`config.mk`:
```
export PLATFORM = sky130hd
export DESIGN_NAME = cfdil_ram
export DESIGN_NICKNAME = d
export VERILOG_FILES = /design/src/hdl/cfdil_ram.sv
export SDC_FILE = /design/constraint.sdc
export NUM_CORES = 1
export LEC_CHECK = 0
export BUFFER_PORTS_ARGS = -buffer_cell sky130_fd_sc_hd__buf_2
export CORE_MARGIN = 5
export CORE_UTILIZATION = 65
export DETAILED_ROUTE_END_ITERATION = 10
export PLACE_DENSITY_LB_ADDON = 0.25
export RECOVER_POWER = 50
export SETUP_SLACK_MARGIN = 0.4
export SYNTH_ARGS = -nofsm -noshare
export SYNTH_HDL_FRONTEND = slang
export SYNTH_SLANG_ARGS = --single-unit
```
`constraint.sdc`:
```
create_clock -name clk -period 4.99 [get_ports clk]
set_input_delay 0.7485 -clock clk [delete_from_list [all_inputs] [get_ports clk]]
set_output_delay 0.7485 -clock clk [all_outputs]
set_load 0.01 [all_outputs]
```
`src/hdl/cfdil_ram.sv`:
```
// Generic single-port-write, single-port-read RAM with registered read data.
// No dependencies.
module cfdil_ram #(
  parameter int WIDTH = 8,
  parameter int DEPTH = 16
) (
  input  logic                     clk,
  input  logic                     wr_en,
  input  logic [$clog2(DEPTH)-1:0] wr_addr,
  input  logic [WIDTH-1:0]         wr_data,
  input  logic                     rd_en,
  input  logic [$clog2(DEPTH)-1:0] rd_addr,
  output logic [WIDTH-1:0]         rd_data
);

  logic [WIDTH-1:0] mem [DEPTH];

  always_ff @(posedge clk) begin
    if (wr_en) begin
      mem[wr_addr] <= wr_data;
    end
    if (rd_en) begin
      rd_data <= mem[rd_addr];
    end
  end

endmodule

```
Yosys cells after proc, flatten, opt, wreduce, memory -nomap -nowiden
Memory sizes are Yosys's and may differ from the RTL's. A register that Yosys moved wholly into a read port is not among the register bits.
Index checks and enable logic that the tools add are counted.
W data, S select, Z words.
- memories: 1
- memory bits (writable): 128
- flip-flop bits (word level): 0
- ROM bits: 0
- bits of input ports: 19
- bits in latches: 0
- memory list (memory ; depth ; bits a word ; rd ports ; clocked after Yosys merged registers in ; write ports ; line ; text):
    mem ; 16 ; 8 ; 1 ; 1 ; 1 ; 16 ; logic [WIDTH-1:0] mem [DEPTH];
- magnitude comparators: 0
- equal/unequal tests: 0
- divide/modulo/power cells: 0
- $mul: 0
- mux-type cells: 2
- add/sub/neg operators: 0
- shift operators: 0
- bitwise operators: 0
- reduce and logical (&&, ||, !) cells: 0
- operators with widths (kind ; number):
    $mux W1 ; 2

Depth between registers and ports, before layout
- depth in word-level cells: 2
- depth in mapped cells: 5

Worst setup path after synthesis
OpenSTA, ideal clock, no wires.
- kind: input to register
- from: input port wr_addr[2]
- to: memory mem[0][0], enable pin
- path slack: 2749 ps
- cell stages on the path: 2
- path buffers: 0
- data arrival time: 1858 ps
- cells stage by stage: or3b_2 > nor3_1
- RTL lines (element ; line ; text):
    start: declaration ; 9 ; input logic [$clog2(DEPTH)-1:0] wr_addr,
    end: declaration ; 16 ;
No word-level cell before the write port.

==> impl_results.md <==
- Outcome: finished, final reports clean
- Adder-cell share of the synthesized area: 0%
- DR vias: 2586
- Sequential Area: 0.004084 mm²
- Mux cell area share after synthesis: 14.79%
- Total track usage: 24.61%
- Post-CTS setup buffer count: 0
- XOR/XNOR share of the synthesized area: 0%
- Initial antenna violation count: 0
- Critical Path RT: 5.25 ns
- Setup TNS: 0 ns
- CP endpoint kind: flop
- Share of cells above drive strength 1: 25.09%
- Core Box Area: 0.007767 mm²
- CP peak stage delay: 0.78 ns
- Final non-filler cell total: 381
- Routed WL: 11220 µm
- Vias in the first global route: 2631
- # clock sinks: 136
- Sw Share: 20.65%
- CP arrival: 2.58 ns
- Slew headroom: 25.78%
- N_diodes: 0
- Top Ports: 27
- Final period util: 46.53%
- Synth top area share: 78.12%
- Maximum vdd drop: 0.3882 mV
- RSZ-0062 raised after global routing: no
- H-tree depth: 4
- Placer Congestion: 0.7441
- Via/cell ratio: 6.787
- Final setup viols: 0
- Port Buf Inserts: 26
- Min cycle time layout: 2.322 ns
- Sequential power share: 48.0%
- Die Wd: 99.68 µm
- Synth Area in Simple Gates: 3.135%
- # fillers: 396
- Clock power frac: 47.8%
- CP max FO: 32
- Worst-margin pin slew: 1.109 ns
- Root cell of the clock tree: clkbuf_8
- # DRC: 0
- Final net count: 285
- Per-cell routed wire length: 29.45 µm
- Syn Inst Count: 229
- Crit path max-delay family: buffers and inverters
- Worst hold path type: in2reg
- CP startpoint kind: input pin
- Initial core utilization: 67.30%
- CTS Buf Count: 17
- Largest family of logic cells by synthesized area: multiplexers
- Max Fclk: 0.4307 GHz
- Crit-path cells: buf_2 -> mux4_1 -> a22oi_1 -> nand2_1
- Final hold vios: 0
- DP Wirelength: 5904 µm
- CTS Hold Buffers Added: 0
- GRT overflow: 0
- CTS tree: built
- Final Max Tran Viols: 0
- YS warnings: 0
- Number of max-cap violations: 0
- CP max-delay cell: buf_2
- Post-synth cell types: 18
- Die ar.: 0.009936 mm²
- Pwr/cell area: 448.4 mW/mm²
- Netlist area before placement: 0.005228 mm²
- Critical path buffers and inverters: 1
- Total power: 2.702 mW
- Inst Count DP: 349
- Post-CTS Resized: 0
- Place WS: 2.119 ns
- Largest net degree at the start of global routing: 33
- Psw: 558.0 µW
- Yosys reg bits: 136
- Comb power frac: 4.3%
- Internal: 2.144 mW
- 1st-pass router iterations: 5
- Post-route antenna net violation count: 0
- Drt initial violations: 289
- Clk buf depth: 2
- CP Class: in2reg
- Num rows: 32
- Sequential share of the synthesized area: 78.12%
- Syn_nets: 248
- Die H: 99.68 µm
- Synth area leader: edfxtp_1
- Complex-gate fraction of the synthesized area: 2.298%
- Clock Skews: 0.01061 ns
- Reg clk slew, reported paths: 0.06 ns
- Pleak: 1.987 nW
- Area of the multi-input gates: 0.001067 mm²
- Slack of the critical path: 2.668 ns
- Synth-to-Final Area Change: 15.27%
- Synth top area cells: edfxtp_1, mux4_2, mux4_1
- Syn avg cell area: 22.83 µm²
- First-pass GRT wire length: 16650 µm
- Clk_lat worst skew: 0.51 ns
==> kinds of logic (layout without fill, tap and decap cells) <==
group / count (synthesis) / count (layout)
muxes: 32 / 32
buffers and inverters: 10 / 60
AOI/OAI and AO/OA: 16 / 16
and+or+nand+nor: 35 / 35
DFF: 136 / 136
==> flip-flops by register name (all words and copies together) (netlist names) <==
| register | count |
|---|---|
| mem | 128 |
| rd_data | 8 |
==> final cells by class <==
| class | count | area share (%) |
|---|---|---|
| flip-flops and latches | 136 | 67.77 |
| multi-input cells | 83 | 17.71 |
| clock buffers | 17 | 6.873 |
| clock inverters | 15 | 3.322 |
| repair buffers | 28 | 2.201 |
| well taps | 102 | 2.118 |
==> placed cells by master (no fill, tap or decap) <==
| master | Yosys | layout |
|---|---|---|
| edfxtp_1 | 136 | 136 |
| a22oi_1 | 16 | 16 |
| buf_2 | 3 | 16 |
| and2_1 | 1 | 1 |
| clkbuf_1 | 0 | 10 |
| inv_6 | 0 | 2 |
| mux4_2 | 18 | 18 |
| clkinv_4 | 0 | 3 |
| nor2_1 | 13 | 13 |
| nand2b_1 | 2 | 2 |
| buf_4 | 1 | 2 |
| clkbuf_16 | 0 | 16 |
| nor3_1 | 4 | 2 |
| clkinv_1 | 0 | 1 |
| or3b_2 | 1 | 1 |
| bufinv_16 | 0 | 4 |
| nand3_1 | 1 | 1 |
| nor2b_1 | 1 | 1 |
| clkbuf_8 | 0 | 1 |
| and2b_1 | 1 | 1 |
| clkinvlp_4 | 0 | 3 |
| nand3b_1 | 2 | 2 |
| nand2_1 | 9 | 9 |
| mux4_1 | 14 | 14 |
| clkinv_2 | 0 | 2 |
| nor3_2 | 0 | 2 |
==> per-layer routing <==
layer	up-vias	part of all wire, %	GRT usage, %
met2	180	50	36.69
met4	0	1.9	8.088
li1	1060	-	-
met1	1331	40	34.91
met3	15	8.3	8.275
met5	-	0	0
==> path summary, 6_finish.rpt <==
check | slack (ns) | endpoint | from | depth (start not counted)
setup / recovery | 2.67 | rd_data[1]$_DFFE_PP_ | rd_addr[0] | 4
hold reg to reg | 0.76 | rd_data[6]$_DFFE_PP_ | mem[14][6]$_DFFE_PP_ | 3
setup reg to reg | 3.49 | rd_data[1]$_DFFE_PP_ | mem[9][1]$_DFFE_PP_ | 3
hold / removal | 0.73 | rd_data[3]$_DFFE_PP_ | rd_en | 1
==> power by group through the flow <==
stage | Combinational (mW) | Clock (mW) | Sequential [mW]
2_1_floorplan | 0.0650 | 0 | 1.32
3_3_place_gp | 0.109 | 0 | 1.32
3_5_place_dp | 0.112 | 0 | 1.32
4_1_cts | 0.116 | 1.30 | 1.30
5_1_grt | 0.123 | 1.37 | 1.30
6_report | 0.115 | 1.29 | 1.30
==> per-stage QoR <==
step	cell area, µm²	hold slack [ns]	utilization (%)
floorplan	5228	0.7048	-
global placement	5424	0.7308	69.83
detailed placement	5424	0.7338	69.83
CTS	6038	0.5793	77.74
global route	6026	0.6893	77.58
finish	6026	0.7270	77.58
==> synth_stat cells (all sizes together) <==
master and instances:
edfxtp 136, mux4 32, a22oi 16, nor2 13
nand2 9, buf 7, nor3 4, clkdlybuf4s25 3
nand2b 2, nand3b 2, and2 1, and2b 1
nand3 1, nor2b 1, or3b 1
Note: power is estimated with default switching activity, not from simulation.
