File: config.mk
export PLATFORM = sky130hd
export DESIGN_NAME = cfdil_out_queue
export DESIGN_NICKNAME = d
export VERILOG_FILES = /design/src/hdl/cfdil_pkg.sv /design/src/hdl/cfdil_out_queue.sv
export SDC_FILE = /design/constraint.sdc
export NUM_CORES = 1
export LEC_CHECK = 0
export ABC_AREA = 0
export BUFFER_PORTS_ARGS = -buffer_cell sky130_fd_sc_hd__buf_2
export CORE_AREA = 2 2 94 78
export CTS_BUF_LIST = sky130_fd_sc_hd__clkbuf_4 sky130_fd_sc_hd__clkbuf_8
export CTS_CLUSTER_SIZE = 30
export DETAILED_ROUTE_END_ITERATION = 16
export DIE_AREA = 0 0 96 80
export PLACE_DENSITY = 0.82
export SKIP_CTS_REPAIR_TIMING = 1
export SLEW_MARGIN = 5
export SYNTH_ARGS = -nofsm -noshare
export SYNTH_HDL_FRONTEND = slang
export SYNTH_SLANG_ARGS = --single-unit
File: constraint.sdc
create_clock -name clk -period 2.95 [get_ports clk]
set_input_delay 0.59 -clock clk [delete_from_list [all_inputs] [get_ports clk]]
set_output_delay 0.59 -clock clk [all_outputs]
set_load 0.005 [all_outputs]
File: src/hdl/cfdil_pkg.sv
// Shared constants, types and helpers for the clipped-flag 3x3 dilation block.
// No dependencies; imported by the top level and the output queue.
package cfdil_pkg;

  // Default geometry limits, handed to the top-level parameters.
  localparam int DEF_MAX_WIDTH  = 2048;
  localparam int DEF_MAX_HEIGHT = 4096;

  // Register reset values before saturation to the parameter limits.
  localparam int RESET_WIDTH  = 2048;
  localparam int RESET_HEIGHT = 4096;

  // Bit position of the clipped flag within each channel flag byte.
  localparam int          CLIP_BIT  = 0;
  localparam logic [7:0]  CLIP_MASK = 8'(1 << CLIP_BIT);

  // Configuration port.
  localparam int CFG_INDEX_W = 1;
  localparam int CFG_DATA_W  = 13;
  localparam int WIDTH_REG_W  = 12;
  localparam int HEIGHT_REG_W = 13;
  localparam logic [CFG_INDEX_W-1:0] REG_IMAGE_WIDTH  = 1'd0;
  localparam logic [CFG_INDEX_W-1:0] REG_IMAGE_HEIGHT = 1'd1;

  // Input item kinds (tuser).
  localparam logic KIND_PIXEL = 1'b0;
  localparam logic KIND_FLUSH = 1'b1;

  // Line memory word: {upper clip bits [26:24], centre row flags [23:0]}.
  localparam int FLAGS_W = 24;
  localparam int MEM_W   = FLAGS_W + 3;
  // Window column: {below clips [29:27], above clips [26:24], flags [23:0]}.
  localparam int COL_W   = FLAGS_W + 6;

  // Output queue.
  localparam int OUTQ_DEPTH = 4;
  localparam int OUTQ_PTR_W = $clog2(OUTQ_DEPTH);
  localparam int OUTQ_CNT_W = $clog2(OUTQ_DEPTH + 1);

  typedef struct packed {
    logic       last;
    logic [7:0] blue;
    logic [7:0] green;
    logic [7:0] red;
  } result_t;

  // Clipped bits of the r, g, b bytes packed as {b, g, r}.
  function automatic logic [2:0] clip3(input logic [FLAGS_W-1:0] f);
    clip3 = {f[16 + CLIP_BIT], f[8 + CLIP_BIT], f[CLIP_BIT]};
  endfunction

  // Clipped bits of the rows above and below a window column.
  function automatic logic [2:0] vclips(input logic [COL_W-1:0] col);
    vclips = col[26:24] | col[29:27];
  endfunction

endpackage

File: src/hdl/cfdil_out_queue.sv
// Small result queue between the dilation datapath and the output stream.
// Depends on cfdil_pkg (result_t, queue depth constants).
module cfdil_out_queue import cfdil_pkg::*; (
  input  logic                  clk,
  input  logic                  rst,
  input  logic                  push,
  input  result_t               push_data,
  input  logic                  pop_ready,
  output logic                  out_valid,
  output result_t               out_data,
  output logic [OUTQ_CNT_W-1:0] count
);

  result_t                 entries [OUTQ_DEPTH];
  logic [OUTQ_PTR_W-1:0]   head;
  logic [OUTQ_PTR_W-1:0]   tail;
  logic                    pop;

  function automatic logic [OUTQ_PTR_W-1:0] ptr_inc(input logic [OUTQ_PTR_W-1:0] p);
    ptr_inc = (p == OUTQ_PTR_W'(OUTQ_DEPTH - 1)) ? '0 : p + OUTQ_PTR_W'(1);
  endfunction

  assign out_valid = (count != '0);
  assign out_data  = entries[head];
  assign pop       = out_valid & pop_ready;

  always_ff @(posedge clk) begin
    if (push) begin
      entries[tail] <= push_data;
    end
  end

  always_ff @(posedge clk) begin
    if (rst) begin
      head  <= '0;
      tail  <= '0;
      count <= '0;
    end else begin
      if (push) begin
        tail <= ptr_inc(tail);
      end
      if (pop) begin
        head <= ptr_inc(head);
      end
      unique case ({push, pop})
        2'b10:   count <= count + OUTQ_CNT_W'(1);
        2'b01:   count <= count - OUTQ_CNT_W'(1);
        default: count <= count;
      endcase
    end
  end

endmodule

---- Yosys cells after proc, flatten, opt, wreduce, memory -nomap -nowiden ----
Memory sizes are Yosys's and may differ from the RTL's. A register that Yosys moved wholly into a read port is not among the register bits.
Cells that the tools add are included.
operators by class
  add/subtract/negate cells ............... 4
  equal/unequal tests ..................... 4
  multiplexer cells ....................... 7
  bitwise logic cells ..................... 1
  reduce and logical (&&, ||, !) cells .... 2
operator list
  operator                                                               count
  2-bit two-way mux                                                      4
  2-bit equality test, second input constant                             3
  3-bit one-hot mux with 2 select lines                                  1
  2-bit by 1-bit adder with 2-bit output, second input constant          2
  3-bit by 1-bit adder with 3-bit output, second input constant          1
  3-bit nonzero test                                                     1
  3-bit by 1-bit subtractor with 3-bit output, second input constant     1
  2-bit by 1-bit equality test with 1-bit output, second input constant  1
  1-bit two-way mux                                                      2
  2-bit nonzero test                                                     1
  1-bit AND                                                              1
storage, ports and cells
  register bits after elaboration ......... 7
  RAM bits ................................ 100
  output and inout bits ................... 29
  logic and storage cells ................. 22
  memories kept ........................... 1
memories
  name     words  bits a word  rd ports  clocked after memory_dff  wr ports  RTL line               text
  entries  4      25           1         1                         1         cfdil_out_queue.sv:14  result_t entries [OUTQ_DEPTH];

---- Longest topological paths before layout ----
Gate-level depths: netlist (run 1).
  depth in word-level cells ............... 4
  depth in mapped cells ................... 8

---- Worst setup path before layout (run 1) ----
No wires, ideal clock.
  path kind ............................... input -> register
  from .................................... input pop_ready
  to ...................................... register count[2]
  setup time .............................. 0.070 ns
  arrival time ............................ 1.857 ns
  data required time ...................... 2.880 ns
  path slack .............................. 1.023 ns
  cell stages on the path ................. 8
  buffers on the path ..................... 0
  cell sequence ........................... o31ai_2 inv_1 ha_1 inv_1 fa_1 xor2_1 or3_1 a21oi_1
between the ends
  cells in the longest elaborated chain, start to end .. 3
RTL lines
  element                                                                                RTL line               text
  start, declared                                                                        cfdil_out_queue.sv:8   input logic pop_ready,
  1-bit AND *                                                                            cfdil_out_queue.sv:25  assign pop = out_valid & pop_ready;
  2-bit by 1-bit equality test with 1-bit output or 2-bit equality test (tied branches)  cfdil_out_queue.sv:45  unique case ({push, pop})
  3-bit one-hot mux with 2 select lines or 2-bit nonzero test (tied branches)            --
  end signal, assigned                                                                   cfdil_out_queue.sv:46  2'b10: count <= count + OUTQ_CNT_W'(1);
  end signal, assigned                                                                   cfdil_out_queue.sv:47  2'b01: count <= count - OUTQ_CNT_W'(1);
  end signal, assigned                                                                   cfdil_out_queue.sv:48  default: count <= count;
  end, declared                                                                          cfdil_out_queue.sv:11  output logic [OUTQ_CNT_W-1:0] count
Every way passes the cells marked *; elsewhere a longest branch is shown, timed or not.
A chain may end at the register's enable or synchronous reset.

==> results of run 1 <==
-- critical path, stage by stage, from the launching register on --
cell and delay [ps]:
dfxtp_2 700, buf_12 230, mux4_2 520, buf_2 150
-- worst paths after layout --
path / from / end / depth (start not counted)
worst min-delay path: push_data[10] / entries[0][10] / 1
worst max-delay path: flip-flop / out_data[2] / 3
worst max register to register: count[0] / count[2] / 8
worst min register to register: head[0] / flip-flop / 2
-- final cells by class --
class                           count  area, um^2
Clock buffer                        9       123.9
Clock inverter                      7       73.82
Fill cell                         418        2033
Inverter                            7       26.28
Multi-Input combinational cell     57       829.5
Sequential cell                   109        3184
Tap cell                           87       108.9
Timing Repair Buffer               63       342.8
-- flip-flops by register name, summed over array words and instances (netlist names), named ones only --
signal and flops:
entries 100, count 3, head 2, tail 2
-- cell families after synthesis --
kind of cell / share of synthesized area (%)
AO/OA/AOI/OAI: 0.9142
XOR/XNOR: 0.4268
adder cells (fa/ha/maj): 2.316
buffers and inverters: 2.255
flip-flops: 77.54
multiplexers: 14.66
AND/OR/NAND/NOR: 1.890
-- layout by cell type (no fill, tap or decap), types with 2 or more instances in the layout --
cell,Yosys,layout
a21oi_1,4,4
and2_1,4,4
buf_2,2,57
buf_4,0,5
clkbuf_8,0,9
clkinv_1,0,2
dfxtp_1,9,8
edfxtp_1,100,100
ha_1,6,6
inv_1,7,7
mux2i_1,2,2
mux4_1,5,5
mux4_2,20,20
nor2_1,6,6
or3_1,3,3
xor2_1,2,2
-- routing by layer --
| metal | part of all wire [%] | routed length [um] | GRT usage (%) |
|---|---|---|---|
| met5 | 0 | 0 | 0 |
| met3 | 6.3 | 387 | 5.666 |
| met4 | 1.3 | 82 | 4.857 |
| met1 | 43 | 2636 | 23.45 |
| met2 | 49 | 3025 | 27.43 |
-- cells in the mapped netlist (all sizes together) --
library cell  count
clkbuf            1
o31ai             1
edfxtp          100
or3               3
nor2              6
inv               7
nor3b             1
xor2              2
a21oi             4
and2              4
ha                6
mux4             25
o21ai             1
nand2             1
mux2i             2
fa                1
buf               5
dfxtp             9
-- stage by stage --
stage          hold slack [ps]  util [%]
2_1_floorplan            455.9         -
3_3_place_gp             476.9     66.82
3_5_place_dp             481.9     66.82
4_1_cts                  431.2     69.76
5_1_grt                  424.2     69.76
6_report                 439.7     69.76
-- report_power, final --
group	switching, W	internal (W)
sequential	0.0000813	0.00178
combinational	0.000259	0.000347
clock	0.000473	0.000397
total	0.000813	0.00252
==> metrics.txt, run 1 <==
status=completed; Die ar.=7680 um^2; fin crit share=86.47%; std cell rows=27; root buf cell=clkbuf_8; Fin. Hold Viols=0; nets=283; Arrival @ worst endpoint=1960 ps; Post-DP Area=4492 um^2; Worst Tran Pin Value=570.7 ps; Sum Neg Setup Slack=0 ps; Antenna Cells=0; synth warn=0; CTS tree=yes; core area=6723 um^2; Syn Inst Count=179; final setup fails=0; Worst Hold Class=in -> reg; Post-Layout Cell Count=339; Yosys top cell area share=73.15%; layout cells sized above 1=39.29%; Worst R2R Setup Slack=1030 ps; post-DP HPWL=4008 um; Sink Count=109; area grow syn2layout=14.23%; maximum root-to-sink buffer count=2; number of global-route vias before repair=1838; RSZ-0062 raised after global routing=false; fmax=392.0 MHz; DRT Pass-1 Iters=4; worst setup margin=399.0 ps; total chip power=0.003332 W; Synth area leader=edfxtp_1; Unique masters post-synth=21; Critical Path End Type=output pin; Max-Cap Viols=0; DR vias/cell=5.560; mapped cell area=4105 um^2; Tot GR Track Use=17.37%; Power Density=710.5 nW/um^2; routed length per instance=18.09 um; CTS clk-pin slew, worst paths=100 ps; Slew HR=61.95%; CP required=2360 ps; Total Wirelength=6131 um; clk_skew=5.952 ps; Remaining Overflow, GRT=0; cts bufs inserted=9; final std cell area, no fill=4690 um^2; Syn Area/Cell=22.93 um^2; DRC=0; Setup CP Type=reg -> out; I/O Buffers=57; Setup WS pre-CTS=747.5 ps; initial DRC count=79; die height=80 um; FF+latch count, synth=109; CP max FO=16; register area share after synthesis=77.54%; gpl congestion=0.7969; P_leak=1.640 nW; Die W=96 um; ANT nets after route=0; clock latency on the worst-skew pair=360 ps; Post-Place Cells=323; main area contributors after synthesis=edfxtp_1, mux4_2, dfxtp_1, mux4_1, ha_1; first-pass GRT wire length=9390 um; worst vdd ir=396.3 uV; H-tree Lvls=3; Final Critical Period=2551 ps; Vias=1885; Initial Utilization=61.06%; initial antenna violation count=0; # IOs=58; Max Slew Vio Count=0; syn nets=215; largest net degree at the start of global routing=26; startpoint types=flip-flop
No activity file was read; power rests on OpenSTA's default activity.
==> run 2: changes to the inputs <==
--- a/config.mk
+++ b/config.mk
@@ -5,14 +5,15 @@
 export SDC_FILE = /design/constraint.sdc
 export NUM_CORES = 1
 export LEC_CHECK = 0
-export ABC_AREA = 0
+export ABC_AREA = 1
 export BUFFER_PORTS_ARGS = -buffer_cell sky130_fd_sc_hd__buf_2
-export CORE_AREA = 2 2 94 78
+export CORE_AREA = 2 2 95 78
 export CTS_BUF_LIST = sky130_fd_sc_hd__clkbuf_4 sky130_fd_sc_hd__clkbuf_8
 export CTS_CLUSTER_SIZE = 30
 export DETAILED_ROUTE_END_ITERATION = 16
-export DIE_AREA = 0 0 96 80
-export PLACE_DENSITY = 0.82
+export DIE_AREA = 0 0 97 80
+export GPL_TIMING_DRIVEN = 0
+export PLACE_DENSITY = 0.83
 export SKIP_CTS_REPAIR_TIMING = 1
 export SLEW_MARGIN = 5
 export SYNTH_ARGS = -nofsm -noshare
==> run 2 against run 1 <==
  * Via count grew 39%
  * Clock skew grew 1.5 ps
  * Area after synthesis rose by 2.0%
  * Largest power group unchanged
==> metrics.txt, run 2 <==
largest net degree at the start of global routing=26 (unchanged); Die ar.=7760 um^2 (+1.0%); Top Registers=entries x100, count x3; Worst Tran Pin Value=1136 ps (+565.3 ps); status=completed; DRT Pass-1 Iters=5 (+1); area grow syn2layout=13.39%; FF+latch count, synth=109 (unchanged); DRC=0 (unchanged); final setup fails=0 (unchanged); register area=3183 um^2 (about the same); Slew HR=24.18% (-38 points); ANT nets after route=0 (unchanged); nets=409 (+45%); Initial Utilization=61.64% (+0.57 points); startpoint types=flip-flop; Post-Place Cells=449 (+39%); Worst Hold Class=in -> reg; core occupancy in the finished layout=69.89% (+0.14 points); core area=6790 um^2 (+1.0%); I/O Buffers=57 (unchanged); die height=80 um (unchanged); Antenna Cells=0 (unchanged); routed length per instance=17.37 um (-4.0%); Remaining Overflow, GRT=0 (unchanged); std cell rows=27 (unchanged); fmax=456.5 MHz (+16%); Sum Neg Setup Slack=0 ps (unchanged); Final Critical Period=2191 ps (-360.2 ps); worst vdd ir=378.2 uV (-4.6%); max FFs per register=100 (unchanged); initial DRC count=217 (+170%); final std cell area, no fill=4746 um^2 (+1.2%); Syn Inst Count=305 (+70%); area taken by multi-input logic gates=830.8 um^2 (+0.15%); Sink Count=109 (unchanged); Post-DP Area=4579 um^2 (+1.9%); Max-Cap Viols=0 (unchanged); CP required=2360 ps (about the same); worst hold slack=385.6 ps (-54.08 ps); Tot GR Track Use=21.84% (+4.5 points); # IOs=58 (unchanged); main area contributors after synthesis=edfxtp_1, nor2_1, o21ai_0, dfxtp_1, o22ai_1; first-pass GRT wire length=12500 um (+33%); CP max FO=10 (-6); Post-Layout Cell Count=465 (+37%); Critical Path End Type=output pin; Top FF cell, synth=edfxtp_1; number of global-route vias before repair=2573 (+40%); Vias=2629 (+39%); initial antenna violation count=0 (unchanged); fin crit share=74.27% (-12 points); root buf cell=clkbuf_8; RSZ-0062 raised after global routing=false; Die W=97 um (+1.0%); register area share after synthesis=76.05% (-1.5 points); Arrival @ worst endpoint=1600 ps (-360 ps); Fin. Hold Viols=0 (unchanged); clock latency on the worst-skew pair=370 ps (about the same); clk_skew=7.412 ps (+1.460 ps); CTS clk-pin slew, worst paths=90 ps (about the same); Synth area leader=edfxtp_1; Post-synth EDFFs=100 (unchanged); maximum root-to-sink buffer count=2 (unchanged); cts bufs inserted=9 (unchanged); P_leak=1.774 nW (+8.2%); H-tree Lvls=3 (unchanged); Yosys top cell area share=71.75% (-1.4 points); Post-synth top cells=edfxtp_1, nor2_1, o21ai_0, o22ai_1, inv_1; Syn Area/Cell=13.72 um^2 (-40%); Max Slew Vio Count=0 (unchanged); Largest Register=entries; Total Wirelength=8077 um (+32%); CTS tree=yes; Power Density=724.4 nW/um^2 (+2.0%); layout cells sized above 1=23.81% (-15 points); most frequent cells in the layout=edfxtp_1, buf_2, nor2_1; mapped cell area=4185 um^2 (+2.0%); syn nets=341 (+59%); commonest non-fill, non-tap cell in the layout=edfxtp_1; most common cell in the synthesized netlist=edfxtp_1; post-DP HPWL=5024 um (+25%); Fillers=454 (+8.6%); DR vias/cell=5.654 (+1.7%); synth warn=0 (unchanged); Unique masters post-synth=21 (unchanged); Setup CP Type=reg -> out; asr flop ratio synth=0% (unchanged); gpl congestion=0.7333 (-8.0%)
==> run 2: logic make-up (layout without fill, tap and decap cells) <==
kind of cell / Yosys count / count (layout) / share of synthesized area, %
flops: 109 / 109 / 76.05
simple gates: 72 / 72 / 6.786
compound gates: 84 / 84 / 10.79
buf+inv: 33 / 106 / 4.096
fa+ha+maj: 7 / 7 / 2.272
==> run 2: through the flow <==
stage | setup WS, ps | total power (W)
3_3_place_gp | 938.9 | 0.002672
4_1_cts | 720.1 | 0.003451
5_1_grt | 638.9 | 0.003612
6_report | 759.2 | 0.003438
3_5_place_dp | 918.8 | 0.002707
2_1_floorplan | 1261 | 0.002347
==> run 2: final timing paths <==
kind | startpoint | endpoint | slack, ps | depth (start not counted)
min reg2reg | tail[1] | tail[1] | 540 | 2
max reg2reg | tail[0] | entries[0][8] | 1100 | 4
min | rst | tail[0] | 390 | 2
max | flip-flop | out_data[2] | 760 | 5
==> run 2: layout make-up <==
| type | count | share of cell area (%) |
|---|---|---|
| flip-flops and latches | 109 | 67.07 |
| multi-input cells | 163 | 17.51 |
| repair buffers | 57 | 6.011 |
| clock buffers | 9 | 2.610 |
| well taps | 87 | 2.294 |
| plain buffers | 15 | 2.136 |
| inverters | 18 | 1.476 |
| clock inverters | 7 | 0.8964 |
==> run 2: critical path: stages (launching register included) <==
cell and delay, ps:
dfxtp_1 390, inv_2 150, buf_2 240, o21ai_0 130, o22ai_1 180, buf_2 150
==> run 2: layer usage <==
metal	wire, um	GRT usage (%)
met4	99	7.042
met1	3247	26.84
met5	0	0
met2	4022	36.74
met3	708	7.793
==> run 2: power by group <==
group,internal [W],switching [W],total (W)
clock,0.000301,0.000464,0.000765
combinational,0.000340,0.000519,0.000858
sequential,0.00178,0.0000374,0.00182
